==> src/hdl/rws_pkg.sv <==
// ----------------------------------------------------------------------------
// rws_pkg - shared types and constants of the RIFF/WAVE format sniffer
// Widths, header identifiers, walk phase codes, verdict codes and the
// control structs that pass between the sniffer's modules.
// ----------------------------------------------------------------------------
package rws_pkg;

	// Prefix window and derived widths
	localparam int PREFIX_BYTES = 256;
	localparam int POS_W        = 17;
	localparam int BND_W        = 34;
	localparam int LEN_W        = 32;
	localparam int TAG_W        = 16;
	localparam int KIND_W       = 3;

	// Walk phases
	localparam logic [2:0] PH_HEADER   = 3'd0;
	localparam logic [2:0] PH_CHUNK_HDR = 3'd1;
	localparam logic [2:0] PH_SKIP     = 3'd2;
	localparam logic [2:0] PH_FMT      = 3'd3;
	localparam logic [2:0] PH_FOUND    = 3'd4;
	localparam logic [2:0] PH_FAIL     = 3'd5;

	// Verdict codes
	localparam logic [KIND_W-1:0] KIND_PCM_WAV      = 3'd0;
	localparam logic [KIND_W-1:0] KIND_MSADPCM_WAV  = 3'd1;
	localparam logic [KIND_W-1:0] KIND_IMAADPCM_WAV = 3'd2;
	localparam logic [KIND_W-1:0] KIND_MP3_WAV      = 3'd3;
	localparam logic [KIND_W-1:0] KIND_OTHER_WAV    = 3'd4;
	localparam logic [KIND_W-1:0] KIND_MP3          = 3'd5;
	localparam logic [KIND_W-1:0] KIND_CORRUPT_WAV  = 3'd6;
	localparam logic [KIND_W-1:0] KIND_UNSUPPORTED  = 3'd7;

	// Format tags with a class of their own
	localparam logic [TAG_W-1:0] TAG_PCM      = 16'd1;
	localparam logic [TAG_W-1:0] TAG_MSADPCM  = 16'd2;
	localparam logic [TAG_W-1:0] TAG_IMAADPCM = 16'd17;
	localparam logic [TAG_W-1:0] TAG_MP3      = 16'd85;

	// Header flag bits
	localparam int FLG_RIFF = 0;
	localparam int FLG_WAVE = 1;
	localparam int FLG_ID3  = 2;
	localparam int FLG_SYNC = 3;

	localparam logic [7:0] SYNC_BYTE = 8'hff;
	localparam logic [7:0] SYNC_MASK = 8'he0;

	// Identifier bytes, first byte in the lowest lane
	localparam logic [7:0] RIFF_ID [4] = '{8'h52, 8'h49, 8'h46, 8'h46};
	localparam logic [7:0] WAVE_ID [4] = '{8'h57, 8'h41, 8'h56, 8'h45};
	localparam logic [7:0] FMT_ID  [4] = '{8'h66, 8'h6d, 8'h74, 8'h20};
	localparam logic [7:0] ID3_ID  [3] = '{8'h49, 8'h44, 8'h33};

	// One prefix byte as presented to the tracking modules
	typedef struct packed {
		logic             adv;    // byte leaves the input register
		logic             last;   // final byte: restart afterwards
		logic             take;   // byte lies inside the prefix window
		logic [POS_W-1:0] pos;
		logic [7:0]       data;
	} step_t;

	// Position before and after the current byte, and header flags after it
	typedef struct packed {
		logic [POS_W-1:0] pos_q;
		logic [POS_W-1:0] pos_nxt;
		logic [3:0]       flags_nxt;
	} hdr_stat_t;

	// Walk outcome after the current byte
	typedef struct packed {
		logic             found;
		logic [TAG_W-1:0] tag;
	} walk_stat_t;

	// Class a found format tag
	function automatic logic [KIND_W-1:0] kind_of_tag(input logic [TAG_W-1:0] tag);
		logic [KIND_W-1:0] k;
		case (tag)
			TAG_PCM:      k = KIND_PCM_WAV;
			TAG_MSADPCM:  k = KIND_MSADPCM_WAV;
			TAG_IMAADPCM: k = KIND_IMAADPCM_WAV;
			TAG_MP3:      k = KIND_MP3_WAV;
			default:      k = KIND_OTHER_WAV;
		endcase
		return k;
	endfunction

endpackage

==> src/hdl/rws_if.sv <==
// ----------------------------------------------------------------------------
// rws_if - byte and verdict channels of the format sniffer
// Valid/ready channels; a transfer happens on a clock edge with both high.
// ----------------------------------------------------------------------------
interface rws_byte_if;
	logic       valid;
	logic       ready;
	logic [7:0] data_byte;
	logic       last;

	modport source (output valid, output data_byte, output last, input ready);
	modport sink   (input valid, input data_byte, input last, output ready);
endinterface

interface rws_verdict_if;
	logic                         valid;
	logic                         ready;
	logic [rws_pkg::KIND_W-1:0]   kind;
	logic [rws_pkg::TAG_W-1:0]    format_tag;

	modport source (output valid, output kind, output format_tag, input ready);
	modport sink   (input valid, input kind, input format_tag, output ready);
endinterface

==> src/hdl/riff_wave_format_sniffer.sv <==
// ----------------------------------------------------------------------------
// riff_wave_format_sniffer - audio file format sniffer
// Classifies a file prefix, given a byte at a time, as RIFF/WAVE by format
// tag, as mp3, as corrupt WAV or as unsupported.
//
//   channel   role     payload                 transfer
//   prefix    sink     data_byte[7:0], last    valid & ready
//   verdict   source   kind[2:0], format_tag   valid & ready, one per last
//
// One byte per cycle while no stalled verdict holds the byte marked last: a
// byte waits in the input register; as it leaves, position, flags and chunk
// walk take its update and, for the final byte, the verdict is registered.
// Reset clears all state to an empty prefix; after each verdict the state
// returns to it so the next byte opens a new prefix.
// A stalled verdict stalls only the byte marked last; other bytes flow on.
// ----------------------------------------------------------------------------
module riff_wave_format_sniffer (
	input logic             clk,
	input logic             arst_n,
	rws_byte_if.sink        prefix,
	rws_verdict_if.source   verdict
);

	logic                        valid_s1;
	logic [7:0]                  data_s1;
	logic                        last_s1;
	logic                        adv;
	logic                        res_valid_q;
	logic [rws_pkg::KIND_W-1:0]  kind_q;
	logic [rws_pkg::TAG_W-1:0]   tag_q;
	logic [rws_pkg::KIND_W-1:0]  kind_nxt;
	logic [rws_pkg::TAG_W-1:0]   tag_nxt;
	rws_pkg::hdr_stat_t          hdr;
	rws_pkg::walk_stat_t         walk;
	rws_pkg::step_t              step;

	// Byte leaves the input register unless it needs a busy result slot
	assign adv = valid_s1 && (!last_s1 || !res_valid_q || verdict.ready);
	assign prefix.ready = !valid_s1 || adv;

	// Input register
	always_ff @(posedge clk or negedge arst_n) begin
		if (!arst_n) begin
			valid_s1 <= 1'b0;
		end else if (prefix.ready) begin
			valid_s1 <= prefix.valid;
		end
	end

	always_ff @(posedge clk) begin
		if (prefix.valid && prefix.ready) begin
			data_s1 <= prefix.data_byte;
			last_s1 <= prefix.last;
		end
	end

	rws_hdr u_hdr (
		.clk    (clk),
		.arst_n (arst_n),
		.data   (data_s1),
		.adv    (adv),
		.last   (last_s1),
		.stat   (hdr)
	);

	assign step.adv  = adv;
	assign step.last = last_s1;
	assign step.take = (hdr.pos_q != hdr.pos_nxt);
	assign step.pos  = hdr.pos_q;
	assign step.data = data_s1;

	rws_walk u_walk (
		.clk    (clk),
		.arst_n (arst_n),
		.step   (step),
		.stat   (walk)
	);

	// Form the verdict from the state after this byte
	always_comb begin
		tag_nxt = '0;
		if (hdr.pos_nxt >= 17'd12 && hdr.flags_nxt[rws_pkg::FLG_RIFF]
				&& hdr.flags_nxt[rws_pkg::FLG_WAVE]) begin
			if (walk.found) begin
				tag_nxt  = walk.tag;
				kind_nxt = rws_pkg::kind_of_tag(walk.tag);
			end else begin
				kind_nxt = rws_pkg::KIND_CORRUPT_WAV;
			end
		end else if (hdr.pos_nxt >= 17'd3 && (hdr.flags_nxt[rws_pkg::FLG_ID3]
				|| hdr.flags_nxt[rws_pkg::FLG_SYNC])) begin
			kind_nxt = rws_pkg::KIND_MP3;
		end else begin
			kind_nxt = rws_pkg::KIND_UNSUPPORTED;
		end
	end

	// Result register: drop on transfer, load on the final byte
	always_ff @(posedge clk or negedge arst_n) begin
		if (!arst_n) begin
			res_valid_q <= 1'b0;
		end else begin
			if (verdict.valid && verdict.ready)
				res_valid_q <= 1'b0;
			if (adv && last_s1)
				res_valid_q <= 1'b1;
		end
	end

	always_ff @(posedge clk) begin
		if (adv && last_s1) begin
			kind_q <= kind_nxt;
			tag_q  <= tag_nxt;
		end
	end

	assign verdict.valid      = res_valid_q;
	assign verdict.kind       = kind_q;
	assign verdict.format_tag = tag_q;

endmodule

==> src/hdl/rws_hdr.sv <==
// ----------------------------------------------------------------------------
// rws_hdr - byte position and header signature flags
// Counts prefix bytes up to the window size and clears a flag as soon as
// a byte contradicts the RIFF, WAVE, ID3 or MPEG sync signature.
// ----------------------------------------------------------------------------
module rws_hdr (
	input  logic                clk,
	input  logic                arst_n,
	input  logic [7:0]          data,
	input  logic                adv,
	input  logic                last,
	output rws_pkg::hdr_stat_t  stat
);

	logic [rws_pkg::POS_W-1:0] pos_q;
	logic [3:0]                flags_q;
	logic                      take;
	logic [3:0]                flags_nxt;
	logic [rws_pkg::POS_W-1:0] pos_nxt;

	assign take = (pos_q < rws_pkg::POS_W'(rws_pkg::PREFIX_BYTES));

	// Clear flags on mismatching signature bytes
	always_comb begin
		flags_nxt = flags_q;
		if (take) begin
			if (pos_q < 17'd4 && data != rws_pkg::RIFF_ID[pos_q[1:0]])
				flags_nxt[rws_pkg::FLG_RIFF] = 1'b0;
			if (pos_q >= 17'd8 && pos_q < 17'd12 && data != rws_pkg::WAVE_ID[pos_q[1:0]])
				flags_nxt[rws_pkg::FLG_WAVE] = 1'b0;
			if (pos_q < 17'd3 && data != rws_pkg::ID3_ID[pos_q[1:0]])
				flags_nxt[rws_pkg::FLG_ID3] = 1'b0;
			if (pos_q == 17'd0 && data != rws_pkg::SYNC_BYTE)
				flags_nxt[rws_pkg::FLG_SYNC] = 1'b0;
			if (pos_q == 17'd1 && (data & rws_pkg::SYNC_MASK) != rws_pkg::SYNC_MASK)
				flags_nxt[rws_pkg::FLG_SYNC] = 1'b0;
		end
	end

	assign pos_nxt = take ? pos_q + 17'd1 : pos_q;

	// Advance on each transfer, restart after the final byte
	always_ff @(posedge clk or negedge arst_n) begin
		if (!arst_n) begin
			pos_q   <= '0;
			flags_q <= 4'hf;
		end else if (adv) begin
			if (last) begin
				pos_q   <= '0;
				flags_q <= 4'hf;
			end else begin
				pos_q   <= pos_nxt;
				flags_q <= flags_nxt;
			end
		end
	end

	assign stat.pos_q     = pos_q;
	assign stat.pos_nxt   = pos_nxt;
	assign stat.flags_nxt = flags_nxt;

endmodule

==> src/hdl/rws_walk.sv <==
// ----------------------------------------------------------------------------
// rws_walk - RIFF chunk walker
// Follows the chunk list from offset 12, skipping bodies (odd sizes padded)
// until the first "fmt " chunk yields its format tag; one under two bytes fails.
// ----------------------------------------------------------------------------
module rws_walk (
	input  logic                 clk,
	input  logic                 arst_n,
	input  rws_pkg::step_t       step,
	output rws_pkg::walk_stat_t  stat
);

	logic [2:0]                phase_q, phase_nxt;
	logic                      is_fmt_q, is_fmt_nxt;
	logic [rws_pkg::LEN_W-1:0] len_q, len_nxt;
	logic [rws_pkg::BND_W-1:0] bnd_q, bnd_nxt;
	logic [rws_pkg::TAG_W-1:0] tag_q, tag_nxt;
	logic [2:0]                idx_q, idx_nxt;
	logic [1:0]                tcnt_q, tcnt_nxt;
	logic                      at_bnd;
	logic [rws_pkg::BND_W-1:0] len_ext;

	assign at_bnd  = ((rws_pkg::BND_W'(step.pos) + 34'd1) == bnd_q);
	assign len_ext = rws_pkg::BND_W'(len_nxt);

	// Next walk state for the byte in the input register
	always_comb begin
		phase_nxt  = phase_q;
		is_fmt_nxt = is_fmt_q;
		len_nxt    = len_q;
		bnd_nxt    = bnd_q;
		tag_nxt    = tag_q;
		idx_nxt    = idx_q;
		tcnt_nxt   = tcnt_q;
		if (step.take) begin
			case (phase_q)
				rws_pkg::PH_HEADER, rws_pkg::PH_SKIP: begin
					if (at_bnd) begin
						phase_nxt  = rws_pkg::PH_CHUNK_HDR;
						bnd_nxt    = bnd_q + 34'd8;
						is_fmt_nxt = 1'b1;
						idx_nxt    = 3'd0;
					end
				end
				rws_pkg::PH_CHUNK_HDR: begin
					// id bytes check the name, size bytes shift in low first
					if (idx_q[2])
						len_nxt = {step.data, len_q[rws_pkg::LEN_W-1:8]};
					else if (step.data != rws_pkg::FMT_ID[idx_q[1:0]])
						is_fmt_nxt = 1'b0;
					idx_nxt = idx_q + 3'd1;
					if (idx_q == 3'd7) begin
						if (is_fmt_nxt) begin
							if (len_nxt < 32'd2) begin
								phase_nxt = rws_pkg::PH_FAIL;
							end else begin
								phase_nxt = rws_pkg::PH_FMT;
								bnd_nxt   = bnd_q + len_ext;
								tcnt_nxt  = 2'd0;
							end
						end else if (len_nxt == '0) begin
							bnd_nxt    = bnd_q + 34'd8;
							is_fmt_nxt = 1'b1;
							idx_nxt    = 3'd0;
						end else begin
							phase_nxt = rws_pkg::PH_SKIP;
							bnd_nxt   = bnd_q + len_ext + rws_pkg::BND_W'(len_nxt[0]);
						end
					end
				end
				rws_pkg::PH_FMT: begin
					// first two body bytes carry the tag, low byte first
					if (tcnt_q == 2'd0) begin
						tag_nxt  = {8'h00, step.data};
						tcnt_nxt = 2'd1;
					end else if (tcnt_q == 2'd1) begin
						tag_nxt[15:8] = step.data;
						tcnt_nxt      = 2'd2;
					end
					if (at_bnd)
						phase_nxt = rws_pkg::PH_FOUND;
				end
				default: begin
				end
			endcase
		end
	end

	// Hold walk state, restart after the final byte
	always_ff @(posedge clk or negedge arst_n) begin
		if (!arst_n) begin
			phase_q  <= rws_pkg::PH_HEADER;
			is_fmt_q <= 1'b0;
			len_q    <= '0;
			bnd_q    <= 34'd12;
			tag_q    <= '0;
			idx_q    <= '0;
			tcnt_q   <= '0;
		end else if (step.adv) begin
			if (step.last) begin
				phase_q  <= rws_pkg::PH_HEADER;
				is_fmt_q <= 1'b0;
				len_q    <= '0;
				bnd_q    <= 34'd12;
				tag_q    <= '0;
				idx_q    <= '0;
				tcnt_q   <= '0;
			end else begin
				phase_q  <= phase_nxt;
				is_fmt_q <= is_fmt_nxt;
				len_q    <= len_nxt;
				bnd_q    <= bnd_nxt;
				tag_q    <= tag_nxt;
				idx_q    <= idx_nxt;
				tcnt_q   <= tcnt_nxt;
			end
		end
	end

	assign stat.found = (phase_nxt == rws_pkg::PH_FOUND);
	assign stat.tag   = tag_nxt;

endmodule
==> src/flat_wrapper.sv <==
// flat-port wrapper written by rule: the top's interface ports become plain ports
module riff_wave_format_sniffer_flat 
  (clk, arst_n, prefix_valid, prefix_data_byte, prefix_last, prefix_ready, verdict_valid, verdict_kind, verdict_format_tag, verdict_ready);
  rws_byte_if prefix_i ();
  rws_verdict_if verdict_i ();
  input logic clk;
  input logic arst_n;
  input wire logic [$bits(prefix_i.valid)-1:0] prefix_valid;
  input wire logic [$bits(prefix_i.data_byte)-1:0] prefix_data_byte;
  input wire logic [$bits(prefix_i.last)-1:0] prefix_last;
  output wire logic [$bits(prefix_i.ready)-1:0] prefix_ready;
  output wire logic [$bits(verdict_i.valid)-1:0] verdict_valid;
  output wire logic [$bits(verdict_i.kind)-1:0] verdict_kind;
  output wire logic [$bits(verdict_i.format_tag)-1:0] verdict_format_tag;
  input wire logic [$bits(verdict_i.ready)-1:0] verdict_ready;
  assign prefix_i.valid = prefix_valid;
  assign prefix_i.data_byte = prefix_data_byte;
  assign prefix_i.last = prefix_last;
  assign prefix_ready = prefix_i.ready;
  assign verdict_valid = verdict_i.valid;
  assign verdict_kind = verdict_i.kind;
  assign verdict_format_tag = verdict_i.format_tag;
  assign verdict_i.ready = verdict_ready;
  riff_wave_format_sniffer u_core (.clk(clk), .arst_n(arst_n), .prefix(prefix_i), .verdict(verdict_i));
endmodule
==> config.mk <==
export PLATFORM = sky130hd
export DESIGN_NAME = riff_wave_format_sniffer_flat
export DESIGN_NICKNAME = d
export VERILOG_FILES = /design/src/hdl/rws_pkg.sv /design/src/hdl/rws_if.sv /design/src/hdl/riff_wave_format_sniffer.sv /design/src/hdl/rws_hdr.sv /design/src/hdl/rws_walk.sv /design/src/flat_wrapper.sv
export SDC_FILE = /design/constraint.sdc
export NUM_CORES = 1
export LEC_CHECK = 0
export BUFFER_PORTS_ARGS = -buffer_cell sky130_fd_sc_hd__buf_2
export CAP_MARGIN = 20
export CELL_PAD_IN_SITES_DETAIL_PLACEMENT = 1
export CELL_PAD_IN_SITES_GLOBAL_PLACEMENT = 1
export CORE_MARGIN = 1.5
export CORE_UTILIZATION = 50
export CTS_BUF_LIST = sky130_fd_sc_hd__clkbuf_16
export DETAILED_ROUTE_END_ITERATION = 8
export HOLD_SLACK_MARGIN = 0.1
export MAX_ROUTING_LAYER = met4
export PLACE_DENSITY_LB_ADDON = 0.1
export SETUP_SLACK_MARGIN = 0.15
export SLEW_MARGIN = 20
export SYNTH_ARGS = -nofsm -noshare
export SYNTH_HDL_FRONTEND = slang
export SYNTH_SLANG_ARGS = --single-unit
==> constraint.sdc <==
create_clock -name clk -period 13.6 [get_ports clk]
set_input_delay 0.68 -clock clk [delete_from_list [all_inputs] [get_ports clk]]
set_output_delay 0.68 -clock clk [all_outputs]
set_load 0.05 [all_outputs]
Yosys cells after proc, flatten, opt, wreduce, memory -nomap -nowiden
Index checks and enable logic that the tools add are counted.
Widths: inputs -> output; s select.
- word-level logic and storage cells: 173
- output and inout port bits: 21
- bits in registers: 142
- input port bits: 13
- equality and inequality tests: 25
- bitwise logic cells: 2
- add/subtract/negate cells: 6
- $lt $le $gt $ge: 10
- muxes and demuxes: 82
- reductions and logical operators: 33
- operators by type and width (cell ; number):
    $mux 34 ; 7
    $mux 32 ; 6
    $mux 8 ; 11
    $pmux 34 s2 ; 1
    $bmux 8 s2 ; 4
    $mux 16 ; 3
    $mux 3 ; 16
    $add 34x1->34 ; 1
    $add 34x32->34 ; 1
    $add 34x4->34 const B ; 1
    $eq 34x34->1 ; 1
    $ge 17x4->1 const B ; 2
    $mux 17 ; 2
    $logic_not 32->1 ; 1
    $lt 32x2->1 const B ; 1
    $ne 8x8->1 ; 4
    $add 17x1->18 const B ; 1
    $add 17x1->17 const B ; 1
    $eq 17x1->1 const B ; 1
    $ge 17x2->1 const B ; 1
    $logic_not 17->1 ; 1
    $lt 17x2->1 const B ; 1
    $lt 17x3->1 const B ; 1
    $lt 17x4->1 const B ; 1
    37 further kinds ; 88

Depth between registers and ports, before layout
Gate-level depths: netlist of run 1.
- depth after elaboration: 16
- depth in mapped cells: 19
- depth with buffers taken out: 17

By module
A second synthesis of run 1 with hierarchy kept.
- cell total of the unflattened synthesis: 1436
- area, all modules: 12294.3 um^2
- modules (own cells, without submodules) (module ; seq. area each (um^2) ; area an instance (um^2) ; times used ; cells each):
    rws_walk ; 2279.7 ; 9414.0 ; 1 ; 1174
    riff_wave_format_sniffer ; 890.9 ; 1462.7 ; 1 ; 108
    rws_hdr ; 530.5 ; 1417.6 ; 1 ; 154

Worst setup path after synthesis of run 1
Ideal clock, no wire load.
- path kind: register to register
- from: register u_core.u_hdr.pos_q[12] (netlist name)
- to: register u_core.u_walk.bnd_q[26] (netlist name)
- data required time: 13.501 ns
- cell stages (with the launch flop): 18
- setup slack: 8.842 ns
- arrival time: 4.659 ns
- period minus slack after synthesis: 4.758 ns
- path buffers: 1
- setup time: 0.099 ns
- cells stage by stage: dfrtp_1 -> nor3_1 -> nand4_1 -> nor2_1 -> nand2_1 -> clkbuf_1 -> mux2_2 -> fa_1 -> a21o_1 -> a221oi_2 -> xnor2_1 -> nand3_1 -> nor4_1 -> nand4_1 -> nor4_4 -> nand3_1 -> mux2_2 -> a311oi_1
- word-level cells in the longest chain between the ends: 12
- elaborated cells on any way between the ends: 19
- those cells by class: 4 x add/sub; 1 x order compare; 3 x eq/ne; 9 x mux; 2 x reduce/logical
- ends and longest elaborated chain (element ; RTL line ; text):
    start: declaration ; rws_hdr.sv:15 ; logic [rws_pkg::POS_W-1:0] pos_q;
    start signal: assignment ; rws_hdr.sv:52 ; pos_q <= pos_nxt;
    $add 17x1->17 or $lt 17x9->1 (tied branches) ; rws_hdr.sv:40, rws_hdr.sv:21 ;
    $mux 17 ; rws_hdr.sv:40 ; assign pos_nxt = take ? pos_q + 17'd1 : pos_q;
    $ne 17x17->1 ; riff_wave_format_sniffer.sv:68 ; assign step.take = (hdr.pos_q != hdr.pos_nxt);
    $mux 32 ; rws_walk.sv:35 ; if (step.take) begin
    $add 34x32->34 ; rws_walk.sv:58, rws_walk.sv:67 ;
    $add 34x1->34 ; rws_walk.sv:67 ; bnd_nxt = bnd_q + len_ext + rws_pkg::BND_W'(len_nxt[0]);
    $mux 34 ; rws_walk.sv:61 ; end else if (len_nxt == '0) begin
    $mux 34 ; rws_walk.sv:53 ; if (is_fmt_nxt) begin
    $mux 34 ; rws_walk.sv:52 ; if (idx_q == 3'd7) begin
    $pmux 34 s2 ; rws_walk.sv:36 ; case (phase_q)
    $mux 34 ; rws_walk.sv:35 ;
    $mux 34 ; rws_walk.sv:100 ; if (step.last) begin
    end signal: assignment ; rws_walk.sv:112 ; bnd_q <= bnd_nxt;
    end: declaration ; rws_walk.sv:16 ; logic [rws_pkg::BND_W-1:0] bnd_q, bnd_nxt;
Several ways; a longest one is shown, not always the timed one. The select of a mux whose other input is x is not followed.
A chain may end at the register's enable or synchronous reset.

Worst setup path in the final report of run 1
Same ends and word-level chain as after synthesis.

==> reports/metrics.cfg, run 1 <==
[run_status]
outcome = complete, no violations

[sta]
skew_ps = 11.7
slew_headroom_pct = 22.5
rsz0062_at_grt = no
hold_ws_ps = 323
finalHoldViolCount = 0
finalCriticalPeriod_ps = 6290
fmax_mhz = 159
slew_viol_final = 0
tightestPinTransition_ps = 1150
timing.final.ws_setup_ps = 7310
timing.final.crit_share_pct = 46.3
fin_tns_setup_ps = 0
setup_violations = 0

[final_layout]
fin_util_pct = 54.6
area_delta_synth_final_pct = 7.70
final_layout_size_suffix_gt1_share_pct = 11.8
fin_nets = 1447
antennaDiodeCount = 0

[setup_path]
cp-end-kind = register
cp-start-kind = register
cp.required_ps = 13950
crit_fanout = 31
reg2reg_slack_ps = 7310
crit_chain = nor3_1 > nand4_1 > nor2_1 > nand2_1 > buf_4 > mux2_2 > fa_1 > a21o_1 > a221oi_2 > xnor2_1 > nand3_1 > nor4_1 > nand4_1 > nor4_4 > nand3_1 > mux2_2 > a311oi_1
slowest_delay_ps = 590
cpMaxStageDelayCell = nand4_1
critPathKind = reg2reg
arrival_ps = 6640

[pwr]
vdd_drop_max_uv = 93.9
power_frac_clock_pct = 42.8
p_sw_share_pct = 32.5
power.switching_uw = 374
leakage_uw = 0.00504
powerDensity_nw_per_um2 = 90.1
power.internal_uw = 777
pwr-share-seq_pct = 42.3
p_comb_share_pct = 14.8

[clock_tree]
cts_max_path_buffers = 2
clock_sinks = 142
cts_tree = yes
cts_hold_buf = 0
post_cts_buffers = 0
clkTransAtPathRegs_ps = 70
cts_resized = 0
htree_levels = 4
cts_root_buf = clkbuf_16
insertion_delay_ps = 450
numCtsBuffers = 17

[yosys]
synth_compound_area_share_pct = 25.6
synth_top_family_by_area = compound AO/OA/AOI/OAI gates
synth_edf_count = 28
synth-xor-area-share_pct = 5.45
synthMuxAreaShare_pct = 4.44
ys_dominant_reg_cell = dfrtp_1
synth_fp_nets = 1472
synthCells = 1414
syn_area_um2 = 11900
synth.avg_cell_area_um2 = 8.39
yosysTopAreaCell = dfrtp_1
yosysMostFrequentCell = nand2_1
synth_cell_types = 98
synthArstFlopShare_pct = 80.3
ys_seq_elements = 142
yosys_warnings = 0
synthSimpleGateAreaFrac_pct = 24.4
synthTopCellsByArea = dfrtp_1 23%, edfxtp_1 7.1%, nand2_1 4.7%
synth_fa_ha_area_share_pct = 4.81
yosysSeqAreaShare_pct = 31.2
synth_commonest_cells = 148 x nand2_1, 108 x dfrtp_1, 104 x nor2_1, 94 x a21oi_1, 74 x o21ai_0
synth_top_area_share_pct = 22.8

[routing]
wl_per_cell_um = 25.2
vias = 11849
drt_iter0_markers = 909
vias_per_cell = 6.88
drt_wl_total_um = 43300
drc = 0
dr.pass1.iters = 5
detail-route-antenna-nets = 0

[place]
finalWeightedCongestion = 0.932
port_buffers = 33
pre_cts_slack_ps = 7430
dp_hpwl_um = 31100

[floorplan]
num_io_pins = 34
start_util_pct = 50.7
die_h_um = 157
fp.coreArea_um2 = 23400
die_area_um2 = 24700
dieWidth_um = 157
num_rows = 56

[grt]
grt_pass1_vias = 11950
antenna_found_initial = 0
overflow = 0
grt_max_degree = 61
track_usage_pct = 37.0
grt_first_pass_wirelength_um = 68100

[worst_hold_path]
min-delay-path-class = in2async

[run]
drv_cap = 0

cell type report:
type	count	area, µm²
well taps	319	399
multi-input cells	1155	7700
clock inverters	15	191
flip-flops and latches	142	3700
fillers	2839	10600
inverters	27	101
clock buffers	17	425
repair buffers	46	265
flip-flops by register name, summed over array words and instances, names as in the netlist:
name and count:
u_core.verdict.valid 1, u_core.data_s1 8, u_core.u_walk.idx_q 3, u_core.u_hdr.flags_q 4, u_core.u_walk.is_fmt_q 1, u_core.u_walk.tag_q 16, u_core.verdict.format_tag 16, u_core.u_walk.bnd_q 34
u_core.verdict.kind 3, u_core.u_hdr.pos_q 17, u_core.valid_s1 1, u_core.u_walk.phase_q 3, u_core.u_walk.tcnt_q 2, u_core.u_walk.len_q 32, u_core.last_s1 1
power groups by stage:
stage | Combinational, µW | Clock (µW) | Sequential [µW]
floorplan | 124 | 0 | 480
global placement | 161 | 0 | 493
detailed placement | 168 | 0 | 494
CTS | 169 | 495 | 486
global route | 189 | 512 | 489
finish | 171 | 493 | 487
cells in the final DEF (no fill, tap or decap), drive strengths merged, types with 14 or more instances in the layout:
| master | count |
|---|---|
| and3 | 18 |
| ha | 44 |
| nor4 | 39 |
| dfrtp | 108 |
| nor2b | 14 |
| clkbuf | 17 |
| buf | 46 |
| nand4 | 37 |
| a22o | 51 |
| a31oi | 15 |
| nand3 | 67 |
| inv | 36 |
| o31ai | 21 |
| edfxtp | 28 |
| mux2 | 37 |
| a21oi | 102 |
| nand2 | 148 |
| o211ai | 16 |
| nor3 | 42 |
| xor2 | 31 |
| xnor2 | 42 |
| nor2 | 105 |
| o21ai | 77 |
| a211oi | 15 |
| or3 | 19 |
stage by stage:
| step | area, µm² | instances | power (µW) |
|---|---|---|---|
| 6_report | 12800 | 1721 | 1150 |
| 5_1_grt | 12800 | 1721 | 1190 |
| 4_1_cts | 12800 | 1721 | 1150 |
| 3_5_place_dp | 12200 | 1689 | 662 |
| 3_3_place_gp | 12200 | 1689 | 655 |
| 2_1_floorplan | 11900 | 1414 | 604 |
logic make-up (layout without fill, tap and decap cells):
logic type      Yosys count  after routing
compound gates          426            426
mux                      48             48
buf+inv                 117            105
fa+ha+maj                45             45
simple gates            563            563
flops                   142            142
xor+xnor                 73             73
path summary, 6_finish.rpt:
| check | startpoint | end | depth (start not counted) |
|---|---|---|---|
| max in group asynchronous | arst_n | u_core.u_walk.bnd_q[31]$_DFFE_PN0P_ | 2 |
| min in group clk | prefix_data_byte[0] | u_core.data_s1[0]$_DFFE_PP_ | 1 |
| max reg2reg | u_core.u_hdr.pos_q[12]$_DFFE_PN0P_ | u_core.u_walk.bnd_q[26]$_DFFE_PN0P_ | 17 |
| min reg2reg | u_core.u_hdr.flags_q[0]$_DFFE_PN1P_ | u_core.u_hdr.flags_q[0]$_DFFE_PN1P_ | 2 |
| min | arst_n | u_core.u_hdr.pos_q[6]$_DFFE_PN0P_ | 1 |
| max | u_core.u_hdr.pos_q[12]$_DFFE_PN0P_ | u_core.u_walk.bnd_q[26]$_DFFE_PN0P_ | 17 |
layer usage:
| metal | vias to the layer above | wire [µm] | track usage [%] |
|---|---|---|---|
| li1 | 5329 | - | - |
| met1 | 5919 | 18100 | 46.4 |
| met2 | 487 | 20600 | 59.7 |
| met3 | 114 | 2950 | 5.95 |
| met4 | 0 | 1590 | 15.0 |
| met5 | - | 0 | - |
worst max-delay path, delay by kind of cell, from the launching register on:
family	cells	cell delay (ps)
and+or+nand+nor	9	3020
AOI/OAI and AO/OA	3	980
muxes	2	670
DFF	1	480
adders and majority gates	1	430
xor gates and xnor gates	1	320
buffers and inverters	1	280
(Power assumes the default switching activity.)
==> run 2, diff against run 1 <==
CORE_UTILIZATION = 49   (was 50)
clock period = 6.2 ns   (was 13.6 ns; I/O delays follow)
==> reports/metrics.cfg, run 2 (synthesized netlist as in run 1, its figures left out) <==
[sta]
fmax_mhz = 176  ; +11%
finalHoldViolCount = 0  ; unchanged
timing.final.ws_setup_ps = 525  ; -6780 ps
skew_ps = 12.4  ; +0.775 ps
finalCriticalPeriod_ps = 5680  ; -619 ps
timing.final.crit_share_pct = 91.5  ; +45 points
slew_headroom_pct = 23.3  ; +0.84 points
slew_viol_final = 0  ; unchanged
fin_tns_setup_ps = 0  ; unchanged
tightestPinTransition_ps = 1140  ; -12.4 ps
setup_violations = 0  ; unchanged
rsz0062_at_grt = no

[final_layout]
final_cell_area_um2 = 13000  ; +1.6%
fin_util_pct = 55.0  ; +0.40 points
final_layout_size_suffix_gt1_share_pct = 12.5  ; +0.77 points
reg_top3 = u_core.u_walk.bnd_q (34), u_core.u_walk.len_q (32), u_core.u_hdr.pos_q (17)
antennaDiodeCount = 0  ; unchanged
final_cell_mix = 146 x nand2_1, 108 x dfrtp_1, 102 x nor2_1, 94 x a21oi_1, 74 x o21ai_0
layout_commonest_cell = nand2_1
fin_nets = 1465  ; +1.2%
largest_reg_flops = 34  ; unchanged
max_flop_register = u_core.u_walk.bnd_q
final_cells = 1739  ; +1.0%
area_delta_synth_final_pct = 9.46

[floorplan]
num_rows = 56  ; unchanged
start_util_pct = 50.3  ; -0.45 points
dieWidth_um = 159  ; +1.0%
fp.coreArea_um2 = 23600  ; +0.90%
die_area_um2 = 25200  ; +2.0%
num_io_pins = 34  ; unchanged
die_h_um = 159  ; +1.0%

[run]
drv_cap = 0  ; unchanged

[setup_path]
cp.required_ps = 6550  ; -7400 ps
cp-end-kind = register
crit_buf_inv = 1  ; unchanged
critPathLaunch = u_core.u_walk.phase_q[1]$_DFFE_PN0P_
cpMaxStageDelayCell = a311oi_1
critPathKind = reg2reg
path_delay_family = compound AO/OA/AOI/OAI gates
cpMostUsedCell = a21o_1
rr_startpoint = u_core.u_walk.phase_q[1]$_DFFE_PN0P_
arrival_ps = 6030  ; -610 ps
cp-start-kind = register
crit_fanout = 18  ; -42%
slowest_delay_ps = 630  ; +40 ps
crit_chain = inv_1 > nand3_1 > nor2_1 > nand2_2 > mux2_2 > ha_1 > a21o_1 > a31oi_1 > a21o_1 > nand2_1 > a311oi_1 > nand3_2 > or4_1 > o41ai_1 > a21oi_1 > o31ai_1

[clock_tree]
cts_tree = yes
numCtsBuffers = 17  ; unchanged
clock_sinks = 142  ; unchanged
cts_max_path_buffers = 2  ; unchanged
insertion_delay_ps = 450  ; about the same
cts_root_buf = clkbuf_16
clkTransAtPathRegs_ps = 70  ; about the same
post_cts_buffers = 0  ; unchanged
htree_levels = 4  ; unchanged

[grt]
grt_max_degree = 63  ; +3.3%
overflow = 0  ; unchanged
antenna_found_initial = 0  ; unchanged
track_usage_pct = 35.6  ; -1.4 points
grt_pass1_vias = 11628  ; -2.7%
grt_first_pass_wirelength_um = 65900  ; -3.2%

[worst_hold_path]
min-delay-path-class = in2async

[place]
pre_cts_slack_ps = 333  ; -7100 ps
finalWeightedCongestion = 0.984  ; +5.6%
place_area_um2 = 12200  ; +0.39%
dp_hpwl_um = 31500  ; +1.3%
port_buffers = 33  ; unchanged
dp_cells = 1695  ; +0.36%

[routing]
vias_per_cell = 6.81  ; -1.1%
wl_per_cell_um = 24.6  ; -2.1%
detail-route-antenna-nets = 0  ; unchanged
drt_iter0_markers = 926  ; +1.9%
vias = 11836  ; -0.11%
drt_wl_total_um = 42800  ; -1.1%
dr.pass1.iters = 5  ; unchanged
drc = 0  ; unchanged

[run_status]
outcome = complete, no violations

[pwr]
powerDensity_nw_per_um2 = 195  ; +120%
p_sw_share_pct = 32.4  ; -0.11 points
p_comb_share_pct = 15.4  ; +0.6 points
leakage_uw = 0.00514  ; +2.0%
power_frac_clock_pct = 42.5  ; -0.3 points
pwr-share-seq_pct = 42.1  ; -0.2 points
power.internal_uw = 1710  ; +120%
power.switching_uw = 820  ; +120%
vdd_drop_max_uv = 221  ; +140%

[run 2: area by class of cell]
cell class | count | area, µm²
inverters | 27 | 101
repair buffers | 64 | 430
multi-input cells | 1155 | 7740
clock buffers | 17 | 425
well taps | 319 | 399
fillers | 2805 | 10600
flip-flops and latches | 142 | 3700
clock inverters | 15 | 194
[run 2: power groups by stage]
| stage | Clock (µW) | Sequential [µW] | Combinational (µW) |
|---|---|---|---|
| 2_1_floorplan | 0 | 1050 | 272 |
| 4_1_cts | 1080 | 1060 | 384 |
| 3_5_place_dp | 0 | 1080 | 374 |
| 6_report | 1070 | 1070 | 389 |
| 5_1_grt | 1120 | 1070 | 421 |
| 3_3_place_gp | 0 | 1080 | 360 |
[run 2: timing repair]
action | CTS | global route
setup endpoints to repair | 0 | 16
hold endpoints to repair | 59 | 0
resized for setup | 0 | 7
hold buffers | 12 | 0
[run 2: final timing paths]
check / to / slack (ps) / cells after the start
max reg2reg: u_core.u_walk.bnd_q[25]$_DFFE_PN0P_ / 520 / 16
min in group clk: u_core.u_hdr.flags_q[0]$_DFFE_PN1P_ / 490 / 2
max: u_core.u_walk.bnd_q[25]$_DFFE_PN0P_ / 520 / 16
min: u_core.u_hdr.pos_q[5]$_DFFE_PN0P_ / 470 / 2
min reg2reg: u_core.u_hdr.flags_q[0]$_DFFE_PN1P_ / 490 / 2
max in group asynchronous: u_core.u_walk.len_q[7]$_DFFE_PN0P_ / 4380 / 3
[run 2: routing by layer]
metal  vias up  routed length (µm)  global-route usage (%)
met5         -                   0                       -
met2       443               20000                    56.1
met4         0                1460                    15.0
met1      5918               18500                    45.4
met3        98                2870                    5.63
li1       5377                   -                       -
[run 2: metrics by stage]
stage	power [µW]	hold slack, ps
floorplan	1330	14.4
finish	2530	474
CTS	2530	498
global route	2610	507
global placement	1440	418
detailed placement	1460	420
